==> config.mk <==
export PLATFORM = sky130hd
export DESIGN_NAME = pac_front
export DESIGN_NICKNAME = d
export VERILOG_FILES = /design/src/rtl/pac_pkg.sv /design/src/rtl/pac_front.sv
export SDC_FILE = /design/constraint.sdc
export NUM_CORES = 1
export LEC_CHECK = 0
export BUFFER_PORTS_ARGS = -buffer_cell sky130_fd_sc_hd__buf_2
export CORE_AREA = 2 2 128 180
export DETAILED_ROUTE_END_ITERATION = 7
export DIE_AREA = 0 0 130 182
export PLACE_DENSITY = 0.78
export SETUP_SLACK_MARGIN = 0.2
export SYNTH_ARGS = -nofsm -noshare
export SYNTH_HDL_FRONTEND = slang
export SYNTH_SLANG_ARGS = --single-unit
export TNS_END_PERCENT = 100
==> constraint.sdc <==
create_clock -name clock -period 1.9 [get_ports clock]
set_input_delay 0.19 -clock clock [delete_from_list [all_inputs] [get_ports clock]]
set_output_delay 0.19 -clock clock [all_outputs]
set_load 0.005 [all_outputs]
==> src/rtl/pac_pkg.sv <==
// Shared constants and types for the polygon area and convexity block.
package pac_pkg;

   // Fixed field widths of the vertex and result items, and the internal sum width
   localparam int IN_W = 16;
   localparam int AREA_W = 34;
   localparam int SUM_W = 48;

   // Default coordinate width actually used from each input field
   localparam int COORD_WIDTH_DEFAULT = 16;

   // Saturating count of vertices seen in the current polygon
   localparam logic [1:0] CNT_NONE = 2'd0;
   localparam logic [1:0] CNT_ONE = 2'd1;
   localparam logic [1:0] CNT_MANY = 2'd2;

   // Control that travels with a vertex down the pipeline
   typedef struct packed {
      logic valid;
      logic last;
      logic has_prev;   // an edge from the previous vertex exists
      logic has_turn;   // at least two vertices came before this one
   } pac_ctrl_type;

endpackage

==> src/rtl/pac_front.sv <==
// Vertex history (first, second, previous, older) and the input stage register.
module pac_front
   import pac_pkg::*;
#(
   parameter int COORD_WIDTH = COORD_WIDTH_DEFAULT
) (
   input  logic                          clock,
   input  logic                          reset,
   input  logic                          adv,
   input  logic                          acc,
   input  logic signed [COORD_WIDTH-1:0] x,
   input  logic signed [COORD_WIDTH-1:0] y,
   input  logic                          last,
   output pac_ctrl_type                  a_ctrl,
   output logic signed [COORD_WIDTH-1:0] a_x,
   output logic signed [COORD_WIDTH-1:0] a_y,
   output logic signed [COORD_WIDTH-1:0] a_px,
   output logic signed [COORD_WIDTH-1:0] a_py,
   output logic signed [COORD_WIDTH-1:0] a_ox,
   output logic signed [COORD_WIDTH-1:0] a_oy,
   output logic signed [COORD_WIDTH-1:0] a_fx,
   output logic signed [COORD_WIDTH-1:0] a_fy,
   output logic signed [COORD_WIDTH-1:0] a_sx,
   output logic signed [COORD_WIDTH-1:0] a_sy
);

   logic [1:0] count_ff, count_in;
   logic signed [COORD_WIDTH-1:0] first_x_ff, first_y_ff, first_x_in, first_y_in;
   logic signed [COORD_WIDTH-1:0] second_x_ff, second_y_ff, second_x_in, second_y_in;
   logic signed [COORD_WIDTH-1:0] prev_x_ff, prev_y_ff, prev_x_in, prev_y_in;
   logic signed [COORD_WIDTH-1:0] older_x_ff, older_y_ff, older_x_in, older_y_in;
   logic signed [COORD_WIDTH-1:0] fx_sel, fy_sel, sx_sel, sy_sel;
   pac_ctrl_type ctrl_ff, ctrl_in;

   // First and second vertex as seen by this item (itself when it is that vertex)
   assign fx_sel = (count_ff == CNT_NONE) ? x : first_x_ff;
   assign fy_sel = (count_ff == CNT_NONE) ? y : first_y_ff;
   assign sx_sel = (count_ff == CNT_ONE) ? x : second_x_ff;
   assign sy_sel = (count_ff == CNT_ONE) ? y : second_y_ff;

   // History update; the closing vertex returns everything to the empty polygon
   always_comb begin
      count_in = count_ff;
      first_x_in = first_x_ff;
      first_y_in = first_y_ff;
      second_x_in = second_x_ff;
      second_y_in = second_y_ff;
      prev_x_in = prev_x_ff;
      prev_y_in = prev_y_ff;
      older_x_in = older_x_ff;
      older_y_in = older_y_ff;
      if (acc) begin
         if (last) begin
            count_in = CNT_NONE;
            first_x_in = '0;
            first_y_in = '0;
            second_x_in = '0;
            second_y_in = '0;
            prev_x_in = '0;
            prev_y_in = '0;
            older_x_in = '0;
            older_y_in = '0;
         end else begin
            count_in = (count_ff == CNT_MANY) ? CNT_MANY : count_ff + 2'd1;
            first_x_in = fx_sel;
            first_y_in = fy_sel;
            second_x_in = sx_sel;
            second_y_in = sy_sel;
            older_x_in = prev_x_ff;
            older_y_in = prev_y_ff;
            prev_x_in = x;
            prev_y_in = y;
         end
      end
   end

   always_comb begin
      ctrl_in.valid = acc;
      ctrl_in.last = last;
      ctrl_in.has_prev = (count_ff != CNT_NONE);
      ctrl_in.has_turn = (count_ff == CNT_MANY);
   end

   // History registers
   always_ff @(posedge clock) begin
      if (reset) begin
         count_ff <= CNT_NONE;
         first_x_ff <= '0;
         first_y_ff <= '0;
         second_x_ff <= '0;
         second_y_ff <= '0;
         prev_x_ff <= '0;
         prev_y_ff <= '0;
         older_x_ff <= '0;
         older_y_ff <= '0;
      end else begin
         count_ff <= count_in;
         first_x_ff <= first_x_in;
         first_y_ff <= first_y_in;
         second_x_ff <= second_x_in;
         second_y_ff <= second_y_in;
         prev_x_ff <= prev_x_in;
         prev_y_ff <= prev_y_in;
         older_x_ff <= older_x_in;
         older_y_ff <= older_y_in;
      end
   end

   // Input stage: the vertex with its full neighborhood
   always_ff @(posedge clock) begin
      if (reset) begin
         ctrl_ff <= '0;
      end else if (adv) begin
         ctrl_ff <= ctrl_in;
      end
   end

   always_ff @(posedge clock) begin
      if (acc) begin
         a_x <= x;
         a_y <= y;
         a_px <= prev_x_ff;
         a_py <= prev_y_ff;
         a_ox <= older_x_ff;
         a_oy <= older_y_ff;
         a_fx <= fx_sel;
         a_fy <= fy_sel;
         a_sx <= sx_sel;
         a_sy <= sy_sel;
      end
   end

   assign a_ctrl = ctrl_ff;

endmodule

==> results.sh <==
export IMPL_hp_start="y[5]"
export IMPL_status="complete, no violations"
export IMPL_synth_seq_cells=294
export IMPL_ys_top_cells_by_area="edfxtp_1 (40%), dfxtp_1 (22%), nand2b_1 (6.7%), a221oi_2 (6.2%), mux2_2 (5.1%)"
export IMPL_ys_seq_area_share_pct=61.69
export IMPL_area_growth_syn_to_layout_pct=22.00
export IMPL_rows=65
export IMPL_antenna_found_initial=0
export IMPL_cts_root_buf="clkbuf_16"
export IMPL_synth_cells=913
export IMPL_die_area_um2=23660
export IMPL_routed_wire_length_per_instance_um=17.54
export IMPL_synth_top_family_by_area="compound AO/OA/AOI/OAI gates"
export IMPL_yosys_area_share_simple_pct=13.55
export IMPL_synth_fa_ha_area_share_pct=0.4124
export IMPL_worstPathRequired_ns=2.18
export IMPL_finalSetupTns_ns=0
export IMPL_cts_max_path_buffers=3
export IMPL_vias_per_cell=5.446
export IMPL_wirelength_um=25380
export IMPL_layout_drive_gt1_share_pct=38.66
export IMPL_final_common_cell="buf_2"
export IMPL_grt_remaining_overflow=0
export IMPL_syn_area_um2=12140
export IMPL_synth_compound_area_share_pct=14.95
export IMPL_finClkSkew_ns=0.008427
export IMPL_final_setup_worst_slack_ns=0.2825
export IMPL_syn_nets=954
export IMPL_fin_util_pct=66.69
export IMPL_grt_pass1_vias=7419
export IMPL_cts_inserted_buffers=27
export IMPL_die_x_um=130
export IMPL_finalSetupViolCount=0
export IMPL_floorplan_initialDensity_pct=54.66
export IMPL_crit_path_max_fanout=8
export IMPL_min_period_ns=1.618
export IMPL_yosysTopAreaCell="edfxtp_1"
export IMPL_maxCapViolCount=0
export IMPL_rsz0062_at_grt="false"
export IMPL_cts_max_level=1
export IMPL_core_area_um2=22200
export IMPL_path_class="reg2reg"
export IMPL_drt_iter0_drc=541
export IMPL_synth_cell_types=25
export IMPL_final_area_um2=14810
export IMPL_dp_slack_ns=0.2427
export IMPL_grt_use_total_pct=20.80
export IMPL_max_freq_ghz=0.6182
export IMPL_synth_mux_area_share_pct=5.351
export IMPL_post_dp_cell_area_um2=13500
export IMPL_final_cell_mix="buf_2 (198), edfxtp_1 (160), dfxtp_1 (134)"
export IMPL_port_buffers=200
export IMPL_finalCritPeriodShare_pct=85.13
export IMPL_antennaDiodeCount=0
export IMPL_numPlacedInstances=1354
export IMPL_synth_avg_cell_area_um2=13.29
export IMPL_p_per_area_nw_per_um2=933.2
export IMPL_dr_pass1_iters=6
export IMPL_hold_viol_final=0
export IMPL_drcViolationCount=0
export IMPL_grt_pass1_wl_um=39180
export IMPL_worst_pin_slew_ns=0.4834
export IMPL_ios=201
export IMPL_clock_sinks=294
export IMPL_total_power_mw=13.82
export IMPL_min_path_type="in2reg"
export IMPL_synth_top_area_share_pct=39.59
export IMPL_reg2reg_from="count_ff[1]"
export IMPL_hold_ws_ns=0.03415
export IMPL_p_leak_nw=5.383
export IMPL_cp_start_kind="flip-flop"
export IMPL_synth_xor_area_share_pct=0
export IMPL_crit_start="count_ff[1]"
export IMPL_fp_dieH_um=182
export IMPL_grt_max_degree=76
export IMPL_gp_congestion=0.7913
export IMPL_clk_pin_slew_ns=0.06
export IMPL_ir_drop_mv=0.7054
export IMPL_tritoncts="done"
export IMPL_slew_headroom_pct=67.77
export IMPL_slew_violations=0
export IMPL_ys_warn_count=0
export IMPL_worstPathArrival_ns=1.90
export IMPL_clock_latency_ns=0.53
export IMPL_drtAntennaViolNets=0
export IMPL_stdcell_count=1447
export IMPL_crit_path_end_kind="flip-flop"
export IMPL_finalNetCount=1166
export IMPL_vias=7880
export IMPL_dp_hpwl_um=15450
cell usage after synthesis:
cell type	count
o21a_1	1
mux2i_1	3
buf_6	7
nand3b_1	66
nor2_1	4
clkbuf_1	40
nand2_1	9
o21ai_0	9
nand3_1	55
a21oi_1	66
a211oi_1	1
buf_4	13
o32ai_1	9
inv_1	11
nand3b_2	1
ha_1	4
buf_1	1
nand2b_1	130
a21bo_2	55
edfxtp_1	160
a221oi_1	5
a221oi_2	50
buf_2	24
dfxtp_1	134
mux2_2	55
cell type report:
cell class	count	area (um^2)
clock buffers	35	747.0
clock inverters	15	162.7
fillers	1597	7396
inverters	11	41.29
multi-input cells	523	4184
flip-flops and latches	294	7487
well taps	301	376.6
repair buffers	268	1808
registers in the layout, indices dropped and copies added (netlist names), 16 cells and up:
register and cells:
first_x_ff 16, older_y_ff 16, a_py 16, a_fx 16, a_x 16, a_oy 16, older_x_ff 16, second_x_ff 16
a_fy 16, a_sy 16, prev_x_ff 16, a_px 16, prev_y_ff 16, a_sx 16, second_y_ff 16, a_y 16
first_y_ff 16, a_ox 16
kinds of logic after synthesis:
family,count (synthesis)
adder cells (fa/ha/maj),4
multiplexers,58
buffers and inverters,96
AO/OA/AOI/OAI,196
AND/OR/NAND/NOR,265
flip-flops,294
critical path: stages, from the launching register on:
cell and delay (ns):
dfxtp_1 0.32, inv_1 0.18, ha_4 0.28, clkbuf_4 0.24
mux2_2 0.35
where the power goes:
group	total, mW	switching, mW	internal, mW
clock network	5.48	2.29	3.20
logic	1.22	0.666	0.554
registers	7.11	0.109	7.00
total	13.8	3.06	10.8
metal layers:
metal  global-route usage [%]  vias to the layer above  share of wire, %
li1                         -                     3787                 -
met1                    28.97                     3823                44
met2                    33.45                      229                49
met3                    3.005                       41               4.9
met4                    6.968                        0               2.6
met5                        0                        -                 0
timing repair:
action,in CTS,in global routing
endpoints found under the hold margin,63,0
endpoints found under the setup margin,0,38
buffers inserted,0,11
resized for setup,0,1
hold buffers,32,0
path summary, 6_finish.rpt:
path / endpoint / slack (ns) / depth (start not counted)
hold / removal: a_y[5] / 0.03 / 1
setup reg to reg: a_sy[2] / 0.28 / 4
setup / recovery: a_sy[2] / 0.28 / 4
hold reg to reg: a_oy[5] / 0.43 / 0
Note: power is estimated with default switching activity, not from simulation.
