===== config.mk =====
export PLATFORM = sky130hd
export DESIGN_NAME = pac_accum
export DESIGN_NICKNAME = d
export VERILOG_FILES = /design/src/rtl/pac_pkg.sv /design/src/rtl/pac_accum.sv
export SDC_FILE = /design/constraint.sdc
export NUM_CORES = 1
export LEC_CHECK = 0
export ABC_AREA = 1
export BUFFER_PORTS_ARGS = -buffer_cell sky130_fd_sc_hd__buf_2
export CORE_UTILIZATION = 40
export DETAILED_ROUTE_END_ITERATION = 12
export GPL_TIMING_DRIVEN = 0
export HOLD_SLACK_MARGIN = 0.06
export SYNTH_ARGS = -nofsm -noshare
export SYNTH_HDL_FRONTEND = slang
export SYNTH_SLANG_ARGS = --single-unit

===== constraint.sdc =====
create_clock -name clock -period 3.35 [get_ports clock]
set_clock_uncertainty 0.1 [all_clocks]
set_input_delay 0.5025 -clock clock [delete_from_list [all_inputs] [get_ports clock]]
set_output_delay 0.5025 -clock clock [all_outputs]
set_load 0.1 [all_outputs]

===== src/rtl/pac_pkg.sv =====
// Shared constants and types for the polygon area and convexity block.
package pac_pkg;

   // Fixed field widths of the vertex and result items, and the internal sum width
   localparam int IN_W = 16;
   localparam int AREA_W = 34;
   localparam int SUM_W = 48;

   // Default coordinate width actually used from each input field
   localparam int COORD_WIDTH_DEFAULT = 16;

   // Saturating count of vertices seen in the current polygon
   localparam logic [1:0] CNT_NONE = 2'd0;
   localparam logic [1:0] CNT_ONE = 2'd1;
   localparam logic [1:0] CNT_MANY = 2'd2;

   // Control that travels with a vertex down the pipeline
   typedef struct packed {
      logic valid;
      logic last;
      logic has_prev;   // an edge from the previous vertex exists
      logic has_turn;   // at least two vertices came before this one
   } pac_ctrl_type;

endpackage


===== src/rtl/pac_accum.sv =====
// Shoelace accumulator, turn flags, magnitude with saturation and result register.
module pac_accum
   import pac_pkg::*;
(
   input  logic                    clock,
   input  logic                    reset,
   input  pac_ctrl_type            c_ctrl,
   input  logic signed [SUM_W-1:0] c_edge_sum,
   input  logic                    c_pos,
   input  logic                    c_neg,
   input  logic                    rsp_ready,
   output logic                    adv,
   output logic                    rsp_valid,
   output logic [AREA_W-1:0]       rsp_double_area,
   output logic                    rsp_is_concave
);

   logic [SUM_W-1:0] sum_ff, sum_in;
   logic seen_pos_ff, seen_neg_ff;
   logic seen_pos_in, seen_neg_in;
   logic fin_valid_ff;
   logic [SUM_W-1:0] fin_sum_ff;
   logic fin_concave_ff;
   logic [SUM_W-1:0] mag;
   logic [AREA_W-1:0] area;
   logic out_valid_ff;
   logic [AREA_W-1:0] out_area_ff;
   logic out_concave_ff;

   // Stall only while one result waits in each of the last two registers
   assign adv = !(fin_valid_ff && out_valid_ff && !rsp_ready);

   assign sum_in = sum_ff + c_edge_sum;
   assign seen_pos_in = seen_pos_ff | c_pos;
   assign seen_neg_in = seen_neg_ff | c_neg;

   // Accumulate; the closing vertex takes the total and clears the sums
   always_ff @(posedge clock) begin
      if (reset) begin
         sum_ff <= '0;
         seen_pos_ff <= 1'b0;
         seen_neg_ff <= 1'b0;
         fin_valid_ff <= 1'b0;
      end else if (adv) begin
         fin_valid_ff <= c_ctrl.valid && c_ctrl.last;
         if (c_ctrl.valid) begin
            if (c_ctrl.last) begin
               sum_ff <= '0;
               seen_pos_ff <= 1'b0;
               seen_neg_ff <= 1'b0;
            end else begin
               sum_ff <= sum_in;
               seen_pos_ff <= seen_pos_in;
               seen_neg_ff <= seen_neg_in;
            end
         end
      end
   end

   always_ff @(posedge clock) begin
      if (adv && c_ctrl.valid && c_ctrl.last) begin
         fin_sum_ff <= sum_in;
         fin_concave_ff <= c_ctrl.has_turn && seen_pos_in && seen_neg_in;
      end
   end

   // Absolute value, clipped to the result width
   assign mag = fin_sum_ff[SUM_W-1] ? (~fin_sum_ff + 1'b1) : fin_sum_ff;
   assign area = (|mag[SUM_W-1:AREA_W]) ? '1 : mag[AREA_W-1:0];

   // Result register
   always_ff @(posedge clock) begin
      if (reset) begin
         out_valid_ff <= 1'b0;
      end else begin
         if (fin_valid_ff && (!out_valid_ff || rsp_ready)) begin
            out_valid_ff <= 1'b1;
         end else if (rsp_ready) begin
            out_valid_ff <= 1'b0;
         end
      end
   end

   always_ff @(posedge clock) begin
      if (fin_valid_ff && (!out_valid_ff || rsp_ready)) begin
         out_area_ff <= area;
         out_concave_ff <= fin_concave_ff;
      end
   end

   assign rsp_valid = out_valid_ff;
   assign rsp_double_area = out_area_ff;
   assign rsp_is_concave = out_concave_ff;

endmodule

==> results of run 1 <==
[placed cells by master, fill, tap and decap left out, types with 3 or more instances in the layout]
master and n:
nand2_4 3, o21ai_0 23, nand3_2 37, inv_8 3
nand4_1 17, inv_1 208, nor2_8 3, nor2_2 8
inv_2 5, buf_1 3, buf_2 94, nand3_1 73
inv_6 4, clkinvlp_4 3, dfxtp_1 52, edfxtp_1 84
clkbuf_1 13, buf_12 7, o21bai_1 7, ha_1 48
nor3_1 10, nor4_1 3, xor2_1 50, nand2_2 14
xnor2_1 10, a21oi_1 101, clkbuf_16 17, nand2_1 487
nor2_4 4, nor2_1 158, and2_1 18
[cell usage after synthesis, types with 3 or more instances]
cell,n
nand3_2,37
nand2_1,487
nand2_2,14
buf_1,3
a21oi_1,102
nor3_1,10
o21ai_0,23
and2_1,18
buf_12,6
nand4_1,17
nor2_2,8
nor2_4,3
inv_2,5
o21bai_1,7
inv_1,208
nand2_4,3
nor2_8,3
nand3_1,73
edfxtp_1,84
xnor2_1,10
clkbuf_1,12
ha_1,48
xor2_1,50
dfxtp_1,52
nor2_1,159
nor4_1,3
buf_2,3
[state kept, by name (all words and copies together), names as in the netlist]
signal	cells
fin_sum_ff	48
sum_ff	48
rsp_double_area	34
fin_concave_ff	1
fin_valid_ff	1
rsp_is_concave	1
rsp_valid	1
seen_neg_ff	1
seen_pos_ff	1
[report_power, final]
part           switching (mW)  total, mW  internal (mW)
Clock                   0.806       1.85           1.04
Combinational           0.750       1.07          0.316
Sequential             0.0668       1.96           1.89
Total                    1.62       4.88           3.25
[how the worst max path moves through the flow]
stage                           startpoint                           endpoint  slack, ns  cells after the start
floorplan           rsp_valid$_SDFFE_PP0P_           seen_neg_ff$_SDFFE_PP0P_       0.16                      7
global placement                 rsp_ready  rsp_double_area[24]$_SDFFCE_PP1P_      -0.23                      3
detailed placement           c_edge_sum[0]           fin_sum_ff[36]$_DFFE_PP_       0.34                     17
CTS                 sum_ff[0]$_SDFFE_PP0P_           fin_sum_ff[34]$_DFFE_PP_       0.59                     16
global route        sum_ff[0]$_SDFFE_PP0P_           fin_sum_ff[36]$_DFFE_PP_       0.39                     16
finish              sum_ff[0]$_SDFFE_PP0P_           fin_sum_ff[40]$_DFFE_PP_       0.57                     16
[layout make-up]
| class | instances | area [um^2] |
|---|---|---|
| Clock buffer | 18 | 429.2 |
| Timing Repair Buffer | 92 | 475.5 |
| Buffer | 27 | 217.7 |
| Inverter | 213 | 799.5 |
| Tap cell | 330 | 412.9 |
| Fill cell | 2655 | 13390 |
| Clock inverter | 14 | 140.1 |
| Sequential cell | 136 | 3563 |
| Multi-Input combinational cell | 1089 | 5677 |
[layer usage]
layer  GRT usage  share of wire  vias to the layer above
li1            -              -                     4874
met1      0.3013           0.46                     4152
met2      0.3935           0.47                      227
met3     0.03422          0.046                       45
met4     0.08233          0.031                        0
met5           0              0                        -
[kinds of logic after synthesis]
| group | after synthesis | share of synthesized area |
|---|---|---|
| compound gates | 139 | 0.07283 |
| xor+xnor | 60 | 0.05133 |
| fa+ha+maj | 49 | 0.06061 |
| buf+inv | 240 | 0.09935 |
| flops | 136 | 0.3480 |
| simple gates | 841 | 0.3678 |
[metrics by stage]
stage          total power [mW]  utilization  cells
6_report                  4.875       0.4666   1919
5_1_grt                   5.107       0.4666   1919
4_1_cts                   4.895       0.4666   1919
3_5_place_dp              3.050       0.4439   1887
3_3_place_gp              3.041       0.4426   1886
2_1_floorplan             2.729            -   1465
[worst register-to-register path, stage by stage, from the launching register on]
cell	delay (ns)
dfxtp_1	0.33
ha_1	0.18
inv_1	0.07
fa_1	0.41
inv_1	0.07
nand3_1	0.06
nand2_1	0.14
nand2_1	0.07
nand2_1	0.13
nand2_1	0.07
nand2_1	0.13
nand2_1	0.07
nand2_1	0.21
nand2_1	0.15
nand2_1	0.08
nand2_1	0.05
and2_1	0.19
==> summary.md, run 1 <==
| Metric | Value |
|---|---|
| 1st-pass router iterations | 5 |
| Fmax | 360.0 MHz |
| Nets | approximately 1.7k |
| Worst path top cell family by delay | simple AND/OR/NAND/NOR gates |
| Cells after Synth | between 1k and 1.5k |
| Longest Clk Path Bufs | 2 |
| Setup CP Type | reg -> reg |
| Worst Hold Launch | c_neg |
| Slew HR | 0.1508 |
| Pwr dens | 416.2 mW/mm^2 |
| GR Overflow Total | 0 |
| Crit start category | register |
| Dpl cell area | between 0.01 and 0.015 mm^2 |
| CP most frequent cell | nand2_1 |
| Pin count of the biggest net entering global routing | 52 |
| CTS Buf Count | 17 |
| Initial antenna violation count | 0 |
| Die area | 0.02624 mm^2 |
| Ys Warns | 0 |
| Root Buffer | clkbuf_16 |
| PostCTS Resize Cnt | 0 |
| Synth unique cells | 40 |
| Worst min path class | in -> reg |
| Vias in the first global route | 8,924 |
| Yosys reg bits | 136 |
| Iteration-0 DRC Markers | 600 |
| CTS H-tree depth | 4 |
| # setup viols final | 0 |
| Worst Tran Pin Value | ~1.3 ns |
| Hold Slack | a little over 0.3 ns |
| Synth top area cells | edfxtp_1, nand2_1, dfxtp_1, inv_1, ha_1 |
| WP buf/inv | 2 |
| Leak | between 5 and 6 nW |
| Ports | 94 |
| Fin. Hold Viols | 0 |
| Worst skew pair latency | around 0.43 ns |
| Status | finished, final reports clean |
| Area growth syn-to-layout | 14.42% |
| Primary FF master, synth | edfxtp_1 |
| Worst flop-to-flop path startpoint | sum_ff[0]$_SDFFE_PP0P_ |
| Reg2Reg Depth | 16 |
| Hold Buf Count CTS | 0 |
| VDD IR-drop max | 271.8 uV |
| DRC | 0 |
| Net count after synthesis | 1,571 |
| WL/cell | approximately 15 um |
| Seq/Total Area, Yosys | 0.3480 |
| Die height | 162.0 um |
| Antenna Cells | 0 |
| Worst Path Max Fanout | 3 |
| Fin area | 0.01172 mm^2 |
| Routed WL | about 30 mm |
| Endpoint type of the worst setup path | register |
| Number of port buffers | 91 |
| Setup repair bufs after CTS | 0 |
| WHS Path Cells | 3 |
| Synth top area share | 0.2464 |
| Post-synth top area cell | edfxtp_1 |
| DP HPWL | 24.77 mm |
| Vias | about 9.3k |
| Post-synth EDFFs | 84 |
| Clock period minus worst slack | about 2.8 ns |
| Req. time, crit path | 3.41 ns |
| Layout cells sized above 1 | 0.1347 |
| Max-Cap Viols | 0 |
| CTS tree | yes |
| Syn Area/Cell | between 6 and 7 um^2 |
| Sum Neg Setup Slack | 0 ns |
| PnR worst setup slack | between 0.5 and 0.6 ns |
| CP arrival | 2.84 ns |
| Pre-CTS WS | 0.3423 ns |
| Period Utilization, post-route | 0.8292 |
| Async SR Flop Fraction | 0 |
| WHS Endpoint | seen_neg_ff$_SDFFE_PP0P_ |
| Synthesized area | 0.01024 mm^2 |
| Die X | around 160 um |
| Reg2reg end | fin_sum_ff[40]$_DFFE_PP_ |
| Slowest stage delay, CP | a little over 0.4 ns |
| CP cell instances | ha_1 -> inv_1 -> fa_1 -> inv_1 -> nand3_1 -> nand2_1 -> nand2_1 -> nand2_1 -> nand2_1 -> nand2_1 -> nand2_1 -> nand2_1 -> nand2_1 -> nand2_1 -> nand2_1 -> and2_1 |
| First-pass GRT wire length | 46.74 mm |
| RSZ-0062 raised after global routing | no |
| Core area | 0.02511 mm^2 |
| Row cnt | slightly below 60 |
| Global Route Usage Sum | 0.2327 |
| Critical Path Slowest Stage Cell | fa_1 |
| Initial Util | 0.4078 |
| # clock sinks | 136 |
| R2R setup slack | 0.57 ns |
| Via density | 4.845 |
| Antenna-violating nets left | 0 |
| Reg clk slew, reported paths | 0.07 ns |
| Placer Congestion | approximately 0.96 |
| Max Transition Viols Final | 0 |
Power figures use the tool's default switching activity.
==> run 2: changes to the inputs <==
clock period = 2.9 ns   (was 3.35 ns; I/O delays follow)
==> run 2 against run 1 <==
Against the previous run:
- combinational power grew 15%
- sequential share of layout area about the same
- worst hold slack worse by 0.087 ns
- first-iteration DRC count fell by 7.7%
- sequential power increased by 15%
- via count rose by 0.32%
- critical path depth unchanged
- clock power up 13%
- cell count unchanged
- die area did not move
- core utilization hardly changed
- non-clock buffer count unchanged
- critical path type unchanged
- largest power group unchanged
- highest routed layer unchanged
==> summary.md, run 2 (synthesis gave the netlist of run 1 again) <==
| Metric | Value |
|---|---|
| Status | finished, final reports clean |
| Initial antenna violation count | 0 |
| CTS Buf Count | 17 |
| Int Power | 3.683 mW |
| Via density | 4.861 |
| Number of port buffers | between 90 and 100 |
| Row cnt | 58 |
| Psw | 1.905 mW |
| Worst Path Max Fanout | 4 |
| Power share of the combinational group | 0.220 |
| Global Route Usage Sum | 0.2315 |
| CP most frequent cell | nand2_1 |
| CP Capture Point | fin_sum_ff[34]$_DFFE_PP_ |
| Routed WL | 29.52 mm |
| Pin count of the biggest net entering global routing | 52 |
| Die height | 162.0 um |
| Layout cells sized above 1 | 0.1359 |
| Worst skew pair latency | 0.43 ns |
| Reg2Reg Depth | 16 |
| CTS tree | yes |
| PostCTS Resize Cnt | 0 |
| Endpoint type of the worst setup path | register |
| # clock sinks | about 140 |
| Critical Path Slowest Stage Cell | fa_1 |
| Levels on crit path | 16 |
| WP buf/inv | 2 |
| Worst setup path startpoint | sum_ff[0]$_SDFFE_PP0P_ |
| Nets | about 1.7k |
| Crit start category | register |
| Setup CP Type | reg -> reg |
| Reg2reg end | fin_sum_ff[34]$_DFFE_PP_ |
| VDD IR-drop max | 319.3 uV |
| Vias in the first global route | 8,931 |
| GR Overflow Total | 0 |
| DRC | 0 |
| Die X | 162.0 um |
| Max-Cap Viols | 0 |
| Clock period minus worst slack | 2.761 ns |
| Iteration-0 DRC Markers | 554 |
| Worst Tran Pin Value | 1.262 ns |
| R2R setup slack | 0.14 ns |
| Sum Neg Setup Slack | 0 ns |
| Ports | 94 |
| Longest Clk Path Bufs | 2 |
| Hold Slack | 0.2248 ns |
| Slew HR | 0.1566 |
| Worst min path class | in -> reg |
| Worst path top cell family by delay | simple AND/OR/NAND/NOR gates |
| Period Utilization, post-route | 0.9520 |
| Antenna-violating nets left | 0 |
| Placer Congestion | a little under 1 |
| Leak | 5.567 nW |
| Core area | between 0.02 and 0.03 mm^2 |
| Commonest non-fill, non-tap cells in the layout | nand2_1, inv_1, nor2_1, a21oi_1, buf_2 |
| Slowest stage delay, CP | ~0.40 ns |
| Antenna Cells | 0 |
| Reg clk slew, reported paths | 0.06 ns |
| RSZ-0062 raised after global routing | no |
| CTS H-tree depth | 4 |
| First-pass GRT wire length | roughly 46 mm |
| Initial Util | 0.4078 |
| Vias | 9,328 |
| Hold Buf Count CTS | 0 |
| Fmax | 362.2 MHz |
| Setup repair bufs after CTS | 0 |
| Area growth syn-to-layout | 14.38% |
| Worst flop-to-flop path startpoint | sum_ff[0]$_SDFFE_PP0P_ |
| Fin. Hold Viols | 0 |
| CP cell instances | ha_1 -> inv_1 -> fa_1 -> inv_1 -> nand3_1 -> nand2_1 -> nand2_1 -> nand2_1 -> nand2_1 -> nand2_1 -> nand2_1 -> nand2_1 -> nand2_1 -> nand2_1 -> nand2_1 -> and2_1 |
| WL/cell | 15.38 um |
| Most common cell after layout, fill and taps aside | nand2_1 |
| Clock power share | 0.375 |
| Max Transition Viols Final | 0 |
| DP HPWL | 24.67 mm |
| Die area | between 0.02 and 0.03 mm^2 |
| Sw Share | 0.3410 |
| Final core occ | 0.4664 |
| CP arrival | 2.82 ns |
| Pwr dens | 477.2 mW/mm^2 |
| Root Buffer | clkbuf_16 |
| # setup viols final | 0 |
| Sequential power share | 0.405 |
| 1st-pass router iterations | 6 |
| Req. time, crit path | 2.96 ns |
run 2: worst min-delay path, cell delays in order:
cell	delay [ns]
buf_2	0.07
inv_1	0.06
nand2_1	0.08
a21oi_1	0.06
run 2: power groups by stage:
stage | Clock, mW | Combinational [mW] | Sequential (mW)
5_1_grt | 2.21 | 1.36 | 2.28
3_3_place_gp | 0 | 1.21 | 2.30
6_report | 2.09 | 1.23 | 2.26
3_5_place_dp | 0 | 1.22 | 2.30
2_1_floorplan | 0 | 0.771 | 2.38
4_1_cts | 2.13 | 1.23 | 2.26
run 2: cell type report:
cell class                      count  area, um^2
Buffer                             27       217.7
Clock buffer                       17       425.4
Clock inverter                     15       135.1
Fill cell                        2643       13400
Inverter                          213       803.3
Multi-Input combinational cell   1089        5677
Sequential cell                   136        3565
Tap cell                          330       412.9
Timing Repair Buffer               92       475.5
run 2: worst min-delay path by stage:
stage,start,end,slack [ns],cells after the start
detailed placement,fin_concave_ff$_DFFE_PP_,rsp_is_concave$_DFFE_PP_,0.34,0
finish,rsp_ready,rsp_valid$_SDFFE_PP0P_,0.22,4
global route,rsp_ready,rsp_valid$_SDFFE_PP0P_,0.23,4
CTS,rsp_ready,rsp_valid$_SDFFE_PP0P_,0.21,4
floorplan,fin_concave_ff$_DFFE_PP_,rsp_is_concave$_DFFE_PP_,0.30,0
global placement,fin_concave_ff$_DFFE_PP_,rsp_is_concave$_DFFE_PP_,0.30,0
run 2: stage by stage:
stage                     worst slack (ns)  cells  cell area, um^2  total power, mW
final                               0.1391   1919            11710            5.588
after global routing              0.008615   1919            11710            5.844
after CTS                           0.1969   1919            11710            5.613
after detailed placement           0.01882   1887            11150            3.523
after global placement             0.02390   1886            11120            3.513
after floorplan                     0.2077   1465            10250            3.152
run 2: per-layer routing:
metal  vias to the layer above  global-route usage  wire (um)
li1                       4862                   -          -
met1                      4160              0.2925      13380
met2                       250              0.3900      13770
met3                        56             0.03039       1228
met4                         0              0.1102       1143
met5                         -                   0          0
==> run 3: changes to the inputs <==
ABC_AREA = 0   (was 1)
==> run 3 against run 2 <==
Against the previous run:
- the flow now finishes with violations (setup timing)
- worst hold slack worse by 0.025 ns
- power up 2.3%
- sequential power about the same
==> summary.md, run 3 <==
| Metric | Value |
|---|---|
| Failing checks | setup timing |
| Power share of the combinational group | 0.200 |
| CTS tree | yes |
| Net count after synthesis | 964 |
| Antenna-violating nets left | 0 |
| Fin. Hold Viols | 0 |
| 1st-pass router iterations | 5 |
| Setup CP Type | reg -> reg |
| VDD IR-drop max | 434.4 uV |
| Post-synth EDFFs | 84 |
| Die area | 0.02163 mm^2 |
| Ys Warns | 0 |
| Worst setup path startpoint | fin_sum_ff[36]$_DFFE_PP_ |
| Area growth syn-to-layout | 31.74% |
| Async SR Flop Fraction | 0 |
| WL/cell | approximately 17 um |
| Status | complete, but fails checks |
| Worst Hold Launch | c_neg |
| Clock power share | 0.402 |
| Reg clk slew, reported paths | roughly 0.070 ns |
| Sum Neg Setup Slack | -6.051 ns |
| Die X | 147.1 um |
| Initial antenna violation count | 0 |
| Layout cells sized above 1 | 0.3259 |
| Routed WL | 22.71 mm |
| Number of port buffers | between 90 and 100 |
| Cells after Synth | 858 |
| Longest Clk Path Bufs | 2 |
| Die height | 147.1 um |
| CP arrival | ~3.2 ns |
| Endpoint type of the worst setup path | register |
| RSZ-0062 raised after global routing | yes |
| CTS H-tree depth | 4 |
| Max Transition Viols Final | 0 |
| DP HPWL | 16.22 mm |
| Clock period minus worst slack | 3.088 ns |
| Post-synth top area cell | edfxtp_1 |
| Commonest non-fill, non-tap cells in the layout | buf_2, edfxtp_1, nor2_1, nand2_1, buf_4 |
| First-pass GRT wire length | 35.24 mm |
| Synth unique cells | 75 |
| Filler instances | ~1.9k |
| Req. time, crit path | roughly 3 ns |
| Most common cell after layout, fill and taps aside | buf_2 |
| # setup viols final | 42 |
| Multi-input logic area | 0.005318 mm^2 |
| Primary FF master, synth | edfxtp_1 |
| Synth cell count leaders | edfxtp_1, nor2_1, nand2_1 |
| Post-Layout Cell Count | 1,304 |
| Nets | 1,127 |
| Via density | 5.504 |
| Seq/Total Area, Yosys | 0.4234 |
| Leak | 4.301 nW |
| Syn Area/Cell | between 9 and 10 um^2 |
| Worst min path class | in -> reg |
| Synth top area cells | edfxtp_1, dfxtp_1, ha_1, xor2_1, xnor2_1 |
| Placer Congestion | 0.8988 |
| Synthesized area | ~0.0084 mm^2 |
| Iteration-0 DRC Markers | around 480 |
| Yosys reg bits | 136 |
| Int Power | 3.968 mW |
| Vias in the first global route | 6,747 |
| Worst skew pair latency | 0.43 ns |
| Fmax | 323.9 MHz |
| Antenna Cells | 0 |
| CTS Buf Count | 17 |
| Crit start category | register |
| Slew HR | 0.1514 |
| Vias | 7,177 |
| GR Overflow Total | 0 |
| Pin count of the biggest net entering global routing | 52 |
| Core area | 0.02043 mm^2 |
| PnR worst setup slack | -0.1878 ns |
| Row cnt | 52 |
| Most frequent cell after synthesis | edfxtp_1 |
| Storage cell area | about 0.0036 mm^2 |
| # clock sinks | approximately 140 |
| Sw Share | 0.3061 |
| Worst Tran Pin Value | between 1 and 1.5 ns |
| Global Route Usage Sum | 0.2077 |
| Psw | about 1.8 mW |
| Max-Cap Viols | 0 |
| Root Buffer | clkbuf_16 |
| DRC | 0 |
| Hold Buf Count CTS | 0 |
| Sequential power share | 0.398 |
| Pwr dens | 515.7 mW/mm^2 |
| Synth top area share | 0.2997 |
| Total power | 5.718 mW |
| Initial Util | 0.4120 |
| Placed insts | between 1k and 1.5k |
| Worst Path Max Fanout | 9 |
| Worst flop-to-flop path startpoint | fin_sum_ff[36]$_DFFE_PP_ |
| Ports | 94 |
| Period Utilization, post-route | 1.065 |
[run 3: changes by cell type after synthesis, moves of 16 or more]
cell / change
a21o_1: +32
inv_1: -190
nand3_2: -37
a22oi_1: +25
nor2_1: -90
nand3_1: -58
nand2_2: +16
nand2_1: -420
clkbuf_1: +21
a21oi_1: -53
xnor2_1: +23
a22o_1: +19
[run 3: kinds of logic (layout without fill, tap and decap cells)]
family                   count (synthesis)  after routing  synth area share
AND/OR/NAND/NOR                        283            283            0.1759
AO/OA/AOI/OAI                          252            252            0.2105
buffers and inverters                   58            234           0.03285
multiplexers                             2              2          0.002527
adder cells (fa/ha/maj)                 49             49           0.07373
XOR/XNOR                                78             78           0.08117
flip-flops                             136            136            0.4234
[run 3: metrics by stage]
step / util / instance area (um^2) / setup WS (ns) / hold slack (ns)
floorplan: - / 8533 / -0.03215 / 0.3003
global placement: 0.4565 / 9326 / -0.6103 / 0.3028
detailed placement: 0.4569 / 9334 / -0.6194 / 0.3083
CTS: 0.5183 / 10590 / -0.1644 / 0.1863
global route: 0.5427 / 11090 / -0.2828 / 0.1981
finish: 0.5427 / 11090 / -0.1878 / 0.1994
[run 3: worst max-delay path, stage by stage (launching register included)]
cell       delay (ns)
edfxtp_1         0.42
or4_4            0.55
buf_6            0.15
or4b_4           0.56
nor3b_2          0.17
a21oi_1          0.06
nor2_1           0.11
o2111a_1         0.19
and3_4           0.19
buf_12           0.14
clkbuf_16        0.15
nand2_2          0.04
[run 3: cell type report]
type	instances	area share
sequential	136	0.3224
multi-input combinational	664	0.4796
clock inverter	15	0.01783
buffer	30	0.01670
timing repair buffer	153	0.08757
tap	270	0.03047
timing repair inverter	1	0.0006771
inverter	18	0.006432
clock buffer	17	0.03837
[run 3: power by group through the flow]
stage	Combinational (mW)	Clock [mW]	Sequential, mW
finish	1.14	2.30	2.27
global route	1.24	2.42	2.29
CTS	1.03	2.33	2.27
detailed placement	0.923	0	2.31
global placement	0.922	0	2.31
floorplan	0.666	0	2.29
[run 3: per-layer routing]
metal | up-vias | wire, um | global-route usage
met4 | 0 | 385 | 0.07010
li1 | 3565 | - | -
met3 | 37 | 953 | 0.03075
met1 | 3393 | 11150 | 0.3007
met5 | - | 0 | 0
met2 | 182 | 10220 | 0.3158
[run 3: what timing repair did]
| item | in CTS | in global routing |
|---|---|---|
| setup buffers | 40 | 20 |
| gates resized for setup | 68 | 59 |
| endpoints found under the setup margin | 73 | 124 |
| cloned | 0 | 3 |
| pin swaps | 47 | 38 |
[run 3: final timing paths]
check,cells after the start,slack (ns),endpoint
max,11,-0.19,rsp_double_area[9]$_SDFFCE_PP1P_
min,3,0.20,seen_neg_ff$_SDFFE_PP0P_
max reg2reg,11,-0.19,rsp_double_area[9]$_SDFFCE_PP1P_
min reg2reg,0,0.32,rsp_is_concave$_DFFE_PP_
